--- src/design/cfp_pkg.sv ---
// Package for the class file stream parser: payload structs, phase, section and
// tag codes, field widths. No dependencies.
`timescale 1ns / 1ps
`default_nettype none
package cfp_pkg;

    typedef struct packed {
        logic [7:0] data_byte;
        logic       first_byte;
    } cfp_in_t;

    typedef struct packed {
        logic [2:0]  section;
        logic [4:0]  field_kind;
        logic [31:0] field_value;
        logic [15:0] item_number;
        logic        done_res;
        logic        error;
    } cfp_out_t;

    localparam logic [5:0] PH_MAGIC     = 6'd0;
    localparam logic [5:0] PH_MINOR     = 6'd1;
    localparam logic [5:0] PH_MAJOR     = 6'd2;
    localparam logic [5:0] PH_POOL_CNT  = 6'd3;
    localparam logic [5:0] PH_TAG       = 6'd4;
    localparam logic [5:0] PH_UTF_LEN   = 6'd5;
    localparam logic [5:0] PH_UTF_BYTE  = 6'd6;
    localparam logic [5:0] PH_INT       = 6'd7;
    localparam logic [5:0] PH_FLOAT     = 6'd8;
    localparam logic [5:0] PH_WIDE_HI   = 6'd9;
    localparam logic [5:0] PH_WIDE_LO   = 6'd10;
    localparam logic [5:0] PH_CLASS_IDX = 6'd11;
    localparam logic [5:0] PH_STR_IDX   = 6'd12;
    localparam logic [5:0] PH_REF_CLS   = 6'd13;
    localparam logic [5:0] PH_REF_NAT   = 6'd14;
    localparam logic [5:0] PH_NAT_NAME  = 6'd15;
    localparam logic [5:0] PH_NAT_DESC  = 6'd16;
    localparam logic [5:0] PH_ACCESS    = 6'd17;
    localparam logic [5:0] PH_THIS      = 6'd18;
    localparam logic [5:0] PH_SUPER     = 6'd19;
    localparam logic [5:0] PH_IF_CNT    = 6'd20;
    localparam logic [5:0] PH_IF        = 6'd21;
    localparam logic [5:0] PH_FLD_CNT   = 6'd22;
    localparam logic [5:0] PH_MEM_ACC   = 6'd23;
    localparam logic [5:0] PH_MEM_NAME  = 6'd24;
    localparam logic [5:0] PH_MEM_DESC  = 6'd25;
    localparam logic [5:0] PH_MEM_ACNT  = 6'd26;
    localparam logic [5:0] PH_MTH_CNT   = 6'd27;
    localparam logic [5:0] PH_ATTR_NAME = 6'd28;
    localparam logic [5:0] PH_ATTR_LEN  = 6'd29;
    localparam logic [5:0] PH_ATTR_BYTE = 6'd30;
    localparam logic [5:0] PH_CATTR_CNT = 6'd31;
    localparam logic [5:0] PH_STOP      = 6'd32;

    localparam logic [2:0] SEC_POOL   = 3'd0;
    localparam logic [2:0] SEC_CLASS  = 3'd1;
    localparam logic [2:0] SEC_FIELD  = 3'd2;
    localparam logic [2:0] SEC_METHOD = 3'd3;
    localparam logic [2:0] SEC_CATTR  = 3'd4;

    localparam logic [3:0] TAG_UTF8   = 4'd1;
    localparam logic [3:0] TAG_INT    = 4'd3;
    localparam logic [3:0] TAG_FLOAT  = 4'd4;
    localparam logic [3:0] TAG_LONG   = 4'd5;
    localparam logic [3:0] TAG_DOUBLE = 4'd6;
    localparam logic [3:0] TAG_CLASS  = 4'd7;
    localparam logic [3:0] TAG_STRING = 4'd8;
    localparam logic [3:0] TAG_FREF   = 4'd9;
    localparam logic [3:0] TAG_MREF   = 4'd10;
    localparam logic [3:0] TAG_IREF   = 4'd11;
    localparam logic [3:0] TAG_NAT    = 4'd12;

    // bytes per field, by field kind
    function automatic logic [2:0] field_width(input logic [4:0] kind);
        case (kind)
            5'd0, 5'd7, 5'd8, 5'd9, 5'd10, 5'd29: field_width = 3'd4;
            5'd4, 5'd6, 5'd30:                    field_width = 3'd1;
            default:                              field_width = 3'd2;
        endcase
    endfunction

endpackage
`default_nettype wire

--- src/design/cfp_walker.sv ---
// Byte walker of the class file parser: all parse state and the next-state
// logic for one byte. Depends on cfp_pkg.
`timescale 1ns / 1ps
`default_nettype none
module cfp_walker (
    input  wire logic             clk,
    input  wire logic             rst_n,
    input  wire logic             step,
    input  wire cfp_pkg::cfp_in_t in_item,
    output logic                  res_valid,
    output cfp_pkg::cfp_out_t     res_item
);
    import cfp_pkg::*;

    logic [5:0]  phase_reg, phase_next;
    logic [2:0]  cnt_reg, cnt_next;
    logic [31:0] acc_reg, acc_next;
    logic [15:0] pool_reg, pool_next;
    logic [15:0] idx_reg, idx_next;
    logic [15:0] mem_reg, mem_next;
    logic [15:0] attr_reg, attr_next;
    logic [31:0] run_reg, run_next;
    logic [3:0]  tag_reg, tag_next;
    logic [2:0]  sec_reg, sec_next;
    logic [1:0]  stop_reg, stop_next;

    always_comb
    begin
        logic [5:0]  ph;
        logic [2:0]  cn;
        logic [31:0] ac;
        logic [31:0] v;
        logic [4:0]  kind;
        logic [15:0] pr, ix, mr, ar, slots;
        logic [31:0] rr;
        logic [3:0]  tg;
        logic [2:0]  sc;
        logic [1:0]  sf;
        logic        cdone, adone, nattr, nmem;

        ph = phase_reg; cn = cnt_reg; ac = acc_reg; pr = pool_reg; ix = idx_reg;
        mr = mem_reg; ar = attr_reg; rr = run_reg; tg = tag_reg; sc = sec_reg;
        sf = stop_reg;
        if (in_item.first_byte)
        begin
            ph = PH_MAGIC; cn = '0; ac = '0; pr = '0; ix = '0; mr = '0; ar = '0;
            rr = '0; tg = '0; sc = SEC_POOL; sf = '0;
        end
        res_valid = 1'b0;
        res_item  = '0;
        cdone = 1'b0; adone = 1'b0; nattr = 1'b0; nmem = 1'b0;
        slots = 16'd1;
        kind = ph[4:0];
        v = '0;
        if (!ph[5] && sf == 2'b00)
        begin
            ac = {ac[23:0], in_item.data_byte};
            cn = cn + 3'd1;
            if (cn >= field_width(kind))
            begin
                v = ac;
                ac = '0;
                cn = '0;
                res_valid = 1'b1;
                res_item.section = sc;
                res_item.field_kind = kind;
                res_item.field_value = v;
                if ((kind >= 5'd4 && kind <= 5'd16) || kind == 5'd21 ||
                    (kind >= 5'd23 && kind <= 5'd26) || (kind >= 5'd28 && kind <= 5'd30))
                    res_item.item_number = ix;
                case (ph)
                    PH_MAGIC, PH_MINOR, PH_MAJOR, PH_ACCESS, PH_THIS, PH_SUPER,
                    PH_MEM_ACC, PH_MEM_NAME, PH_MEM_DESC, PH_WIDE_HI, PH_REF_CLS,
                    PH_NAT_NAME, PH_ATTR_NAME:
                        ph = ph + 6'd1;
                    PH_POOL_CNT:
                    begin
                        pr = (v[15:0] != 16'd0) ? v[15:0] - 16'd1 : 16'd0;
                        ix = 16'd1;
                        if (pr == 16'd0) begin sc = SEC_CLASS; ph = PH_ACCESS; end
                        else ph = PH_TAG;
                    end
                    PH_TAG:
                    begin
                        tg = v[3:0];
                        // tags above 15 must not alias onto a known low tag
                        if (v[31:4] != 28'd0) tg = 4'd0;
                        case (tg)
                            TAG_UTF8:            ph = PH_UTF_LEN;
                            TAG_INT:             ph = PH_INT;
                            TAG_FLOAT:           ph = PH_FLOAT;
                            TAG_LONG, TAG_DOUBLE: ph = PH_WIDE_HI;
                            TAG_CLASS:           ph = PH_CLASS_IDX;
                            TAG_STRING:          ph = PH_STR_IDX;
                            TAG_FREF, TAG_MREF, TAG_IREF: ph = PH_REF_CLS;
                            TAG_NAT:             ph = PH_NAT_NAME;
                            default:
                            begin
                                tg = 4'd0; sf[1] = 1'b1; ph = PH_STOP;
                            end
                        endcase
                    end
                    PH_UTF_LEN:
                    begin
                        rr = v;
                        if (v == 32'd0) cdone = 1'b1; else ph = PH_UTF_BYTE;
                    end
                    PH_UTF_BYTE:
                    begin
                        rr = rr - 32'd1;
                        if (rr == 32'd0) cdone = 1'b1;
                    end
                    PH_INT, PH_FLOAT, PH_WIDE_LO, PH_CLASS_IDX, PH_STR_IDX,
                    PH_REF_NAT, PH_NAT_DESC:
                        cdone = 1'b1;
                    PH_IF_CNT:
                    begin
                        mr = v[15:0]; ix = '0;
                        if (mr == 16'd0) begin sc = SEC_FIELD; ph = PH_FLD_CNT; end
                        else ph = PH_IF;
                    end
                    PH_IF:
                    begin
                        ix = ix + 16'd1; mr = mr - 16'd1;
                        if (mr == 16'd0) begin sc = SEC_FIELD; ph = PH_FLD_CNT; end
                    end
                    PH_FLD_CNT, PH_MTH_CNT:
                    begin
                        mr = v[15:0]; ix = '0; nmem = 1'b1;
                    end
                    PH_MEM_ACNT:
                    begin
                        ar = v[15:0]; nattr = 1'b1;
                    end
                    PH_ATTR_LEN:
                    begin
                        rr = v;
                        if (v == 32'd0) adone = 1'b1; else ph = PH_ATTR_BYTE;
                    end
                    PH_ATTR_BYTE:
                    begin
                        rr = rr - 32'd1;
                        if (rr == 32'd0) adone = 1'b1;
                    end
                    default:
                    begin
                        ar = v[15:0]; ix = '0; nattr = 1'b1;
                    end
                endcase
                if (cdone)
                begin
                    if (tg == TAG_LONG || tg == TAG_DOUBLE) slots = 16'd2;
                    pr = (pr > slots) ? pr - slots : 16'd0;
                    ix = ix + slots;
                    if (pr == 16'd0) begin sc = SEC_CLASS; ph = PH_ACCESS; end
                    else ph = PH_TAG;
                end
                if (adone)
                begin
                    ar = ar - 16'd1;
                    if (sc == SEC_CATTR) ix = ix + 16'd1;
                    nattr = 1'b1;
                end
                if (nattr)
                begin
                    if (ar != 16'd0) ph = PH_ATTR_NAME;
                    else if (sc == SEC_CATTR) begin sf[0] = 1'b1; ph = PH_STOP; end
                    else begin ix = ix + 16'd1; mr = mr - 16'd1; nmem = 1'b1; end
                end
                if (nmem)
                begin
                    if (mr != 16'd0) ph = PH_MEM_ACC;
                    else if (sc == SEC_FIELD) begin sc = SEC_METHOD; ph = PH_MTH_CNT; end
                    else begin sc = SEC_CATTR; ph = PH_CATTR_CNT; end
                end
                res_item.done_res = sf[0];
                res_item.error = sf[1];
            end
        end
        phase_next = ph; cnt_next = cn; acc_next = ac; pool_next = pr; idx_next = ix;
        mem_next = mr; attr_next = ar; run_next = rr; tag_next = tg; sec_next = sc;
        stop_next = sf;
    end

    always_ff @(posedge clk or negedge rst_n)
    begin
        if (!rst_n)
        begin
            phase_reg <= PH_MAGIC; cnt_reg <= '0; acc_reg <= '0; pool_reg <= '0;
            idx_reg <= '0; mem_reg <= '0; attr_reg <= '0; run_reg <= '0;
            tag_reg <= '0; sec_reg <= SEC_POOL; stop_reg <= '0;
        end
        else if (step)
        begin
            phase_reg <= phase_next; cnt_reg <= cnt_next; acc_reg <= acc_next;
            pool_reg <= pool_next; idx_reg <= idx_next; mem_reg <= mem_next;
            attr_reg <= attr_next; run_reg <= run_next; tag_reg <= tag_next;
            sec_reg <= sec_next; stop_reg <= stop_next;
        end
    end

endmodule
`default_nettype wire

--- src/design/class_file_stream_parser.sv ---
// Top level of the class file stream parser: input register, walker, and
// output register with skid stage. Depends on cfp_pkg and cfp_walker.
//
//  channel | direction | handshake          | payload
//  in      | into      | in_valid/in_stall  | cfp_in_t  (data_byte, first_byte)
//  out     | out of    | out_valid/out_stall| cfp_out_t (section .. error)
//
// One byte per cycle, sustained while the skid register is empty. A result is
// offered for each completed field, from the input register through the walker
// step into the output register; that single walker step sets the rate.
// rst_n clears all parse state to "expect magic" and empties the input, output and skid registers.
// An out stall fills the skid register; in_stall rises only when it is full.
`timescale 1ns / 1ps
`default_nettype none
module class_file_stream_parser (
    input  wire logic             clk,
    input  wire logic             rst_n,
    input  wire logic             in_valid,
    output logic                  in_stall,
    input  wire cfp_pkg::cfp_in_t in_data,
    output logic                  out_valid,
    input  wire logic             out_stall,
    output cfp_pkg::cfp_out_t     out_data
);
    import cfp_pkg::*;

    // input register
    logic     inr_valid_reg;
    cfp_in_t  inr_data_reg;
    // output and skid registers
    logic     out_valid_reg, skid_valid_reg;
    cfp_out_t out_data_reg, skid_data_reg;

    logic     res_valid;
    cfp_out_t res_item;
    logic     advance;

    // the walker steps whenever the input register holds a byte and the skid register is empty
    assign advance  = inr_valid_reg && !skid_valid_reg;
    assign in_stall = skid_valid_reg;

    cfp_walker u_walker (
        .clk      (clk),
        .rst_n    (rst_n),
        .step     (advance),
        .in_item  (inr_data_reg),
        .res_valid(res_valid),
        .res_item (res_item)
    );

    always_ff @(posedge clk or negedge rst_n)
    begin
        if (!rst_n)
        begin
            inr_valid_reg  <= 1'b0;
            inr_data_reg   <= '0;
            out_valid_reg  <= 1'b0;
            out_data_reg   <= '0;
            skid_valid_reg <= 1'b0;
            skid_data_reg  <= '0;
        end
        else
        begin
            if (!in_stall)
            begin
                inr_valid_reg <= in_valid;
                inr_data_reg  <= in_data;
            end
            else if (advance)
                inr_valid_reg <= 1'b0;
            // output side: drain skid first
            if (!out_valid_reg || !out_stall)
            begin
                if (skid_valid_reg)
                begin
                    out_valid_reg  <= 1'b1;
                    out_data_reg   <= skid_data_reg;
                    skid_valid_reg <= 1'b0;
                end
                else
                begin
                    out_valid_reg <= advance && res_valid;
                    out_data_reg  <= res_item;
                end
            end
            else if (advance && res_valid)
            begin
                skid_valid_reg <= 1'b1;
                skid_data_reg  <= res_item;
            end
        end
    end

    assign out_valid = out_valid_reg;
    assign out_data  = out_data_reg;

`ifndef SYNTHESIS
    a_skid_needs_out: assert property (@(posedge clk) disable iff (!rst_n)
        skid_valid_reg |-> out_valid_reg)
        else $error("skid holds a transaction while output is empty");
    a_no_step_when_full: assert property (@(posedge clk) disable iff (!rst_n)
        skid_valid_reg |-> !advance)
        else $error("walker stepped with skid full");
    a_skid_drains: assert property (@(posedge clk) disable iff (!rst_n)
        (skid_valid_reg && !out_stall) |=> !skid_valid_reg)
        else $error("skid did not drain");
`endif

endmodule
`default_nettype wire
--- config.mk ---
export PLATFORM = sky130hd
export DESIGN_NAME = class_file_stream_parser
export DESIGN_NICKNAME = d
export VERILOG_FILES = /design/src/design/cfp_pkg.sv /design/src/design/cfp_walker.sv /design/src/design/class_file_stream_parser.sv
export SDC_FILE = /design/constraint.sdc
export NUM_CORES = 1
export LEC_CHECK = 0
export ABC_AREA = 1
export CAP_MARGIN = 20
export CORE_MARGIN = 4
export CORE_UTILIZATION = 35
export CTS_CLUSTER_DIAMETER = 60
export DETAILED_ROUTE_END_ITERATION = 10
export DONT_BUFFER_PORTS = 1
export GPL_ROUTABILITY_DRIVEN = 0
export SYNTH_ARGS = -nofsm -noshare
export SYNTH_HDL_FRONTEND = slang
export SYNTH_SLANG_ARGS = --single-unit
--- constraint.sdc ---
create_clock -name clk -period 17.9 [get_ports clk]
set_input_delay 0 -clock clk [delete_from_list [all_inputs] [get_ports clk]]
set_output_delay 0 -clock clk [all_outputs]
set_load 0.1 [all_outputs]
---- After elaboration in Yosys (flattened, before gate mapping) ----
Memory sizes are Yosys's and may differ from the RTL's.
Index checks and enable logic that the tools add are counted.
storage, ports and cells
  flip-flop bits (word level) ............. 266
  memory bits (read-only) ................. 96
  input bits .............................. 13
  memories ................................ 1
operators by class
  $add $sub $neg .......................... 12
  $lt $le $gt $ge ......................... 8
  equality and inequality tests ........... 47
  muxes and demuxes ....................... 140
  bitwise gates (word level) .............. 1
  reductions and logical operators ........ 40
memory list
  memory           depth  width  rd ports  clocked after Yosys merged registers in  write ports  line           source
  (no name shown)  32     3      1         0                                        0            cfp_pkg.sv:75  case (kind)
operators by type and width
  operator                                                              number
  16-bit two-way mux                                                    47
  58-bit two-way mux                                                    3
  32-bit two-way mux                                                    3
  6-bit by 5-bit == test with 1-bit output, second input constant       15
  24-bit two-way mux                                                    3
  6-bit two-way mux                                                     12
  16-bit zero test                                                      4
  32-bit zero test                                                      2
  32-bit one-hot mux with 2 select lines                                1
  16-bit by 1-bit subtractor with 16-bit output, second input constant  4
  3-bit two-way mux                                                     18
  16-bit by 1-bit adder with 16-bit output, second input constant       3
  6-bit by 4-bit == test with 1-bit output, second input constant       8
  16-bit one-hot mux with 3 select lines                                1
  6-bit one-hot mux with 8 select lines                                 1
  16-bit nonzero test                                                   3
  4-bit two-way mux                                                     11
  6-bit one-hot mux with 7 select lines                                 1
  16-bit one-hot mux with 2 select lines                                1
  32-bit by 1-bit subtractor with 32-bit output, second input constant  1
  30-bit OR reduction                                                   1
  1-bit two-way mux                                                     28
  28-bit nonzero test                                                   1
  26-bit OR reduction                                                   1
  other kinds (38)                                                      75

---- Logic depth before layout (Yosys ltp) ----
Gate-level depths: netlist (run 1).
  depth in word-level cells ............... 37
  mapped depth ............................ 47

---- By module ----
Synthesis (run 1) repeated with hierarchy kept, for this count alone.
second synthesis, totals
  cells, all modules ...................... 3334
  area, all modules ....................... 21166.6 um2
modules (own cells, without submodules)
  module                    times used  cells each  area each (um2)
  cfp_walker                1           2720        15906.5
  class_file_stream_parser  1           614         5260.0

---- Least setup slack after synthesis (run 1) ----
Ideal clock, no wire load.
  kind .................................... register to register
  start point ............................. register inr_data_reg[0] (netlist bit)
  end point ............................... register u_walker.idx_reg[10]
  setup time .............................. 0.117 ns
  data arrival time ....................... 6.069 ns
  setup slack ............................. 11.715 ns
  cell stages (with the launch flop) ...... 46
  buffers on the path ..................... 8
  clock period less this slack ............ 6.185 ns
  cells stage by stage .................... dfrtp_1 buf_6 clkbuf_1 buf_2 buf_1 buf_2 clkbuf_1 nor2_1 inv_1 ha_1 nand3_1 nor2_2 inv_2 nand3_1 o21ai_1 nor2_1 nand3_4 xor2_1 [... 10 more ...] nor2_2 nand3_4 nand3_4 nor2_4 buf_6 nand2_1 o21ai_2 inv_1 ha_1 inv_1 nor2_2 nand4_1 nor2_1 nand2_1 nand2_1 nand2_1 nand2_1 nand2_1
between the ends
  longest elaborated chain between the ends .. 36
  elaborated cells on any way between the ends .. 145
  those cells by class .................... 10 x add/sub; 2 x order compare; 44 x eq/ne; 70 x mux; 18 x reduce/logical; 1 x memory
ends and longest elaborated chain
  item                                                          line                            source
  start, declared                                               class_file_stream_parser.sv:29  cfp_in_t inr_data_reg;
  start signal, assigned                                        class_file_stream_parser.sv:67  inr_data_reg <= in_data;
  branches (longest 35 deep; another with 28-bit nonzero test)  n/a
  16-bit two-way mux (*)                                        cfp_walker.sv:55                if (!ph[5] && sf == 2'b00)
  end signal, assigned                                          cfp_walker.sv:196               pool_reg <= pool_next; idx_reg <= idx_next; mem_reg <= mem_next;
  end, declared                                                 cfp_walker.sv:19                logic [15:0] idx_reg, idx_next;
Mark *: on every way between the ends. The select of a mux whose other input is x is not followed.
A chain may end at the register's enable or synchronous reset.

---- Worst setup path after layout (run 1) ----
  start point ............................. register inr_data_reg[0] (netlist bit)
  end point ............................... register u_walker.idx_reg[2]
Same word-level chain as after synthesis.

==> impl_metrics.ini, run 1 <==
[routing]
drc = 0
antenna_left = 0
drt_iter0_drc = 2499
drt-pass1-iter-count = 7
vias_per_cell = 5.41
vias = 23100
wl_per_cell_um = 18.0
postRouteWirelength_um = 76900

[critical_path]
arrival_ps = 7560
crit_type = reg -> reg
crit_path_end_kind = flip-flop
crit_path_frequent_cell = nand2_1
r2r_start = inr_data_reg[0]
crit_path_start_kind = flip-flop
max_stage_delay_ps = 670
cp-startpoint = inr_data_reg[0]
worst_r2r_path_depth = 30
worstPathMaxFanout = 53
required_ps = 18320
crit_slowest_cell = buf_4

[clocking]
clkTransAtPathRegs_ps = 60
h-tree-depth = 2
clk_latency_ps = 580
cts_buffers = 39
cts_root_buf = clkbuf_16
cts_sinks = 266
cts_buffer_depth = 3
cts_tree = built

[cells_and_area]
area_delta_synth_final_pct = 8.66
fillers = 6771
nets = 3430
drive_above_1_share = 0.0918

[synthesis]
synth_fp_nets = 3510
synth_most_common_cell = nand2_1
post-synth-top-area-cell = dfrtp_1
synth_cells = 3472
synth-edff-count = 0
synth_ff_type = dfrtp_1
syn_area_um2 = 22100
synth_area_per_cell_um2 = 6.37
synth_commonest_cells = nand2_1 (1066), nor2_1 (406), inv_1 (329), dfrtp_1 (266), o21ai_0 (256)
yosysWarningCount = 0
seq_area_frac_synth = 0.301
synth.top_cell.area_share = 0.301
synth-seq-cells = 266
async_flop_share = 1.00
ys_types = 66
synth_area_leaders = dfrtp_1 (30%), nand2_1 (18%), nor2_1 (6.9%)

[floorplan]
core_area_um2 = 62200
fp.dieW_um = 259
start_util = 0.356
io_pins = 73
rows = 91
die_area_um2 = 67300
die_h_um = 259

[timing]
rsz0062_at_grt = false
skew_ps = 25.5
clock.fmax_mhz = 140
period_minus_slack_ps = 7140
setup_tns_ps = 0
finalHoldViolCount = 0
period_share = 0.399
worst_pin_slew_ps = 1020
setup_viol = 0
finalMaxSlewViolations = 0
relSlewSlack = 0.321
timing.final.ws_setup_ps = 10760

[outcome]
status = completed

[placed_design]
dp_hpwl_um = 55100
numPortBuffers = 0
dp_worst_setup_slack_ps = 10900

[global_routing]
grt.total_usage = 0.223
grt_overflow = 0
grt_pass1_wl_um = 121000
antenna_found_initial = 0
first_global_vias = 21100
grt_max_degree = 267

[worst_hold_path]
hp-class = in -> async

[run]
maxCapViolCount = 0
## metrics by stage
stage                     cells   util  instance area (um^2)  hold slack [ps]
after floorplan            3472      -                 22100             -296
after global placement     4174  0.363                 22600             -246
after detailed placement   4174  0.363                 22600             -247
after CTS                  4257  0.386                 24000             74.7
after global routing       4258  0.386                 24000              102
final                      4259  0.386                 24000             47.6
## repair_timing
action                                 CTS  global route
gates resized for setup                  0             0
setup buffers                            0             0
endpoints found under the hold margin  298             0
hold buffers                            13             0
## cell usage in the layout, fill, tap and decap left out, types with 4 or more instances in the layout
| master | synthesis | final |
|---|---|---|
| nand3_4 | 5 | 5 |
| nand2_2 | 41 | 41 |
| o21ai_2 | 12 | 13 |
| xor2_1 | 32 | 32 |
| o21ai_0 | 256 | 256 |
| o22ai_1 | 36 | 36 |
| clkinv_1 | 7 | 6 |
| o221ai_1 | 29 | 29 |
| buf_4 | 8 | 28 |
| inv_2 | 40 | 44 |
| clkbuf_1 | 100 | 9 |
| a21oi_1 | 75 | 75 |
| a22oi_1 | 35 | 35 |
| clkbuf_16 | 0 | 39 |
| o21a_1 | 6 | 6 |
| dfrtp_1 | 266 | 264 |
| nor2_4 | 28 | 28 |
| ha_1 | 24 | 24 |
| nand2_1 | 1066 | 1064 |
| o211ai_1 | 58 | 58 |
| nand4_1 | 65 | 65 |
| o21ai_1 | 37 | 36 |
| nand3_2 | 12 | 12 |
| nor3_1 | 21 | 20 |
| nor4_1 | 5 | 5 |
| dlygate4sd3_1 | 0 | 12 |
| nor2_1 | 406 | 405 |
| inv_6 | 0 | 4 |
| a31oi_1 | 55 | 55 |
| inv_1 | 329 | 326 |
| nand3b_1 | 14 | 14 |
| nand3_1 | 248 | 248 |
| nor2_2 | 46 | 47 |
| nand2_4 | 9 | 11 |
## critical path, delay by kind of cell (launching register included)
family                   cells  cell delay [ps]
flip-flops                   1              620
AND/OR/NAND/NOR             17             2790
buffers and inverters        5             1920
AO/OA/AOI/OAI                6             1030
adder cells (fa/ha/maj)      2              480
## per-layer routing
metal | track usage | share of wire
met5 | 0 | 0
met3 | 0.0513 | 0.093
met1 | 0.320 | 0.46
met2 | 0.333 | 0.42
met4 | 0.0654 | 0.028
## worst paths after layout
| path | endpoint | slack [ps] |
|---|---|---|
| max | u_walker.idx_reg[2] | 10760 |
| min | u_walker.run_reg[13] | 50 |
| max reg2reg | u_walker.idx_reg[2] | 10760 |
| min reg2reg | skid_data_reg[0] | 480 |
| max in group asynchronous | in_stall | 16580 |
| min in group clk | inr_data_reg[7] | 110 |
## layout make-up
class | count | area, um^2 | share of cell area
inverters | 377 | 1420 | 0.0590
clock buffers | 51 | 1050 | 0.0437
repair buffers | 42 | 385 | 0.0160
multi-input cells | 2666 | 13200 | 0.550
clock inverters | 19 | 246 | 0.0103
flip-flops and latches | 266 | 6660 | 0.277
well taps | 837 | 1050 | 0.0436
diodes | 1 | 2.50 | 0.000104
## logic make-up (layout without fill, tap and decap cells)
| logic type | count (synthesis) | count (layout) | share of synthesized area |
|---|---|---|---|
| other | 0 | 1 | 0 |
| and+or+nand+nor | 1981 | 1981 | 0.397 |
| DFF | 266 | 266 | 0.301 |
| adders and majority gates | 25 | 25 | 0.0145 |
| buffers and inverters | 540 | 489 | 0.102 |
| xor gates and xnor gates | 38 | 38 | 0.0166 |
| AOI/OAI and AO/OA | 622 | 622 | 0.168 |
Power of run 1 is not shown: default switching activity piles up to over one toggle a cycle in this logic, so the estimate is an artifact.
==> inputs of run 2 (changes only) <==
- ABC_AREA: 1 -> 0
- clock period: 17.9 -> 7.24 ns (I/O delays scaled with it)
==> impl_metrics.ini, run 2 <==
[timing]
rsz0062_at_grt = false
skew_ps = 22.9
timing.final.ws_setup_ps = 483
setup_tns_ps = 0
finalHoldViolCount = 0
worst_pin_slew_ps = 1210
period_share = 0.933
clock.fmax_mhz = 148
relSlewSlack = 0.189
setup_viol = 0
period_minus_slack_ps = 6760
finalMaxSlewViolations = 0

[synthesis]
syn_area_um2 = 19700
yosysWarningCount = 0
synth_cells = 2543
synth-edff-count = 0
seq_area_frac_synth = 0.338
synth_commonest_cells = nand2_1 (358), dfrtp_1 (266), o21ai_0 (229), nor2_1 (216), a21oi_1 (193)
async_flop_share = 1.00
synth_most_common_cell = nand2_1
post-synth-top-area-cell = dfrtp_1
synth.top_cell.area_share = 0.338
synth_area_leaders = dfrtp_1 (34%), nand2_1 (6.8%), o21ai_0 (5.8%)
synth_area_per_cell_um2 = 7.74
synth_ff_type = dfrtp_1
ys_types = 95
synth_fp_nets = 2581
synth-seq-cells = 266

[cells_and_area]
layout_common_cells = nand2_1 (356), dfrtp_1 (264), o21ai_0 (228)
nets = 2512
drive_above_1_share = 0.0912
layout_commonest_cell = nand2_1
instances_no_fill = 3248
area_delta_synth_final_pct = 11.3

[outcome]
status = completed

[critical_path]
crit_path_end_kind = flip-flop
r2r_start = inr_data_reg[0]
worstPathMaxFanout = 22
crit_type = reg -> reg
arrival_ps = 7200
required_ps = 7690
crit_path_start_kind = flip-flop
cp-startpoint = inr_data_reg[0]

[routing]
wl_per_cell_um = 21.8
antenna_left = 0
vias = 20400
postRouteWirelength_um = 70700
vias_per_cell = 6.27
drt_iter0_drc = 2377
drt-pass1-iter-count = 9
drc = 0

[clocking]
cts_buffers = 37
clkTransAtPathRegs_ps = 60
clk_latency_ps = 570
cts_resized = 0
cts_sinks = 266
cts_root_buf = clkbuf_16
cts_tree = built
h-tree-depth = 2
cts_buffer_depth = 3

[global_routing]
grt_max_degree = 267
grt_overflow = 0
antenna_found_initial = 1
grt_pass1_wl_um = 111000
grt.total_usage = 0.228
first_global_vias = 19000

[power]
vdd_drop_max_v = 0.000182
leakage_nw = 9.03
p_per_area_nw_per_um2 = 303

[placed_design]
dp_worst_setup_slack_ps = 486
numPortBuffers = 0
dp_hpwl_um = 49900
dp.cells = 3168

[floorplan]
start_util = 0.355
die_area_um2 = 60100
core_area_um2 = 55400
die_h_um = 245
rows = 86
io_pins = 73
fp.dieW_um = 245

[worst_hold_path]
hp-class = in -> reg
holdCritStartpoint = out_stall

[run]
maxCapViolCount = 0
-- run 2: cell count changes after synthesis, moves of 58 or more --
cell and change:
nor3_1 +76, clkbuf_1 +75, nand3_1 -173, xnor2_1 +64, a21oi_1 +118, inv_1 -292, nor4_1 +58, nor2_1 -190
nand2_1 -708
-- run 2: final timing paths --
path | endpoint | slack, ps | depth (start not counted)
min in group asynchronous | out_data[41] | 40 | 2
min reg2reg | skid_data_reg[35] | 480 | 2
min | skid_data_reg[17] | 30 | 2
max in group asynchronous | inr_data_reg[0] | 5790 | 3
max | u_walker.phase_reg[2] | 480 | 19
max reg2reg | u_walker.phase_reg[2] | 480 | 19
-- run 2: final cells by class --
class / instances / area, um^2
well taps: 748 / 936
inverters: 38 / 143
flip-flops and latches: 266 / 6660
fillers: 5613 / 33500
clock buffers: 50 / 1030
repair buffers: 94 / 782
clock inverters: 14 / 163
diodes: 1 / 2.50
multi-input cells: 2037 / 12200
-- run 2: what timing repair did --
action	in CTS	in global routing
setup buffers	0	0
hold buffers	13	0
endpoints found under the hold margin	292	0
-- run 2: kinds of logic (layout without fill, tap and decap cells) --
kind of cell,after synthesis,after routing,share of synthesized area
buffers and inverters,240,196,0.0486
xor gates and xnor gates,107,107,0.0476
other,0,1,0
DFF,266,266,0.338
adders and majority gates,25,25,0.0163
AOI/OAI and AO/OA,798,798,0.260
muxes,33,33,0.0182
and+or+nand+nor,1074,1074,0.271
-- run 2: routing by layer --
layer / share of wire / GRT usage / vias up
met4: 0.043 / 0.0831 / 0
met1: 0.42 / 0.314 / 9871
met2: 0.44 / 0.348 / 1047
met5: 0 / 0 / -
met3: 0.098 / 0.0545 / 208
li1: - / - / 9245
-- run 2: through the flow --
step / utilization / area [um^2] / total power, mW / hold WS, ps
2_1_floorplan: - / 19800 / 3.97 / -296
3_3_place_gp: 0.370 / 20500 / 4.71 / -275
3_5_place_dp: 0.370 / 20500 / 4.74 / -276
4_1_cts: 0.395 / 21900 / 6.60 / 17.2
5_1_grt: 0.395 / 21900 / 6.98 / 62.2
6_report: 0.395 / 21900 / 6.63 / 31.4
-- run 2: power by group --
part / internal (mW) / switching, mW / total [mW] / leakage [nW]
logic: 0.833 / 1.70 / 2.53 / 4.80
clock network: 1.08 / 0.724 / 1.80 / 0.583
registers: 1.66 / 0.638 / 2.30 / 3.65
-- run 2: critical path, stage by stage (launching register included) --
cell,delay [ps]
dfrtp_4,620
nor2b_4,200
inv_1,140
ha_1,320
a21oi_1,370
a22oi_1,150
a211o_1,300
or2_2,410
xor2_1,200
ha_1,260
nor2_1,290
a32oi_1,190
or4b_2,710
nor4_1,380
o211ai_2,280
and3_1,480
or4_4,610
a22oi_2,240
nand3_1,180
a221o_1,320
No activity file was read; power rests on OpenSTA's default activity.
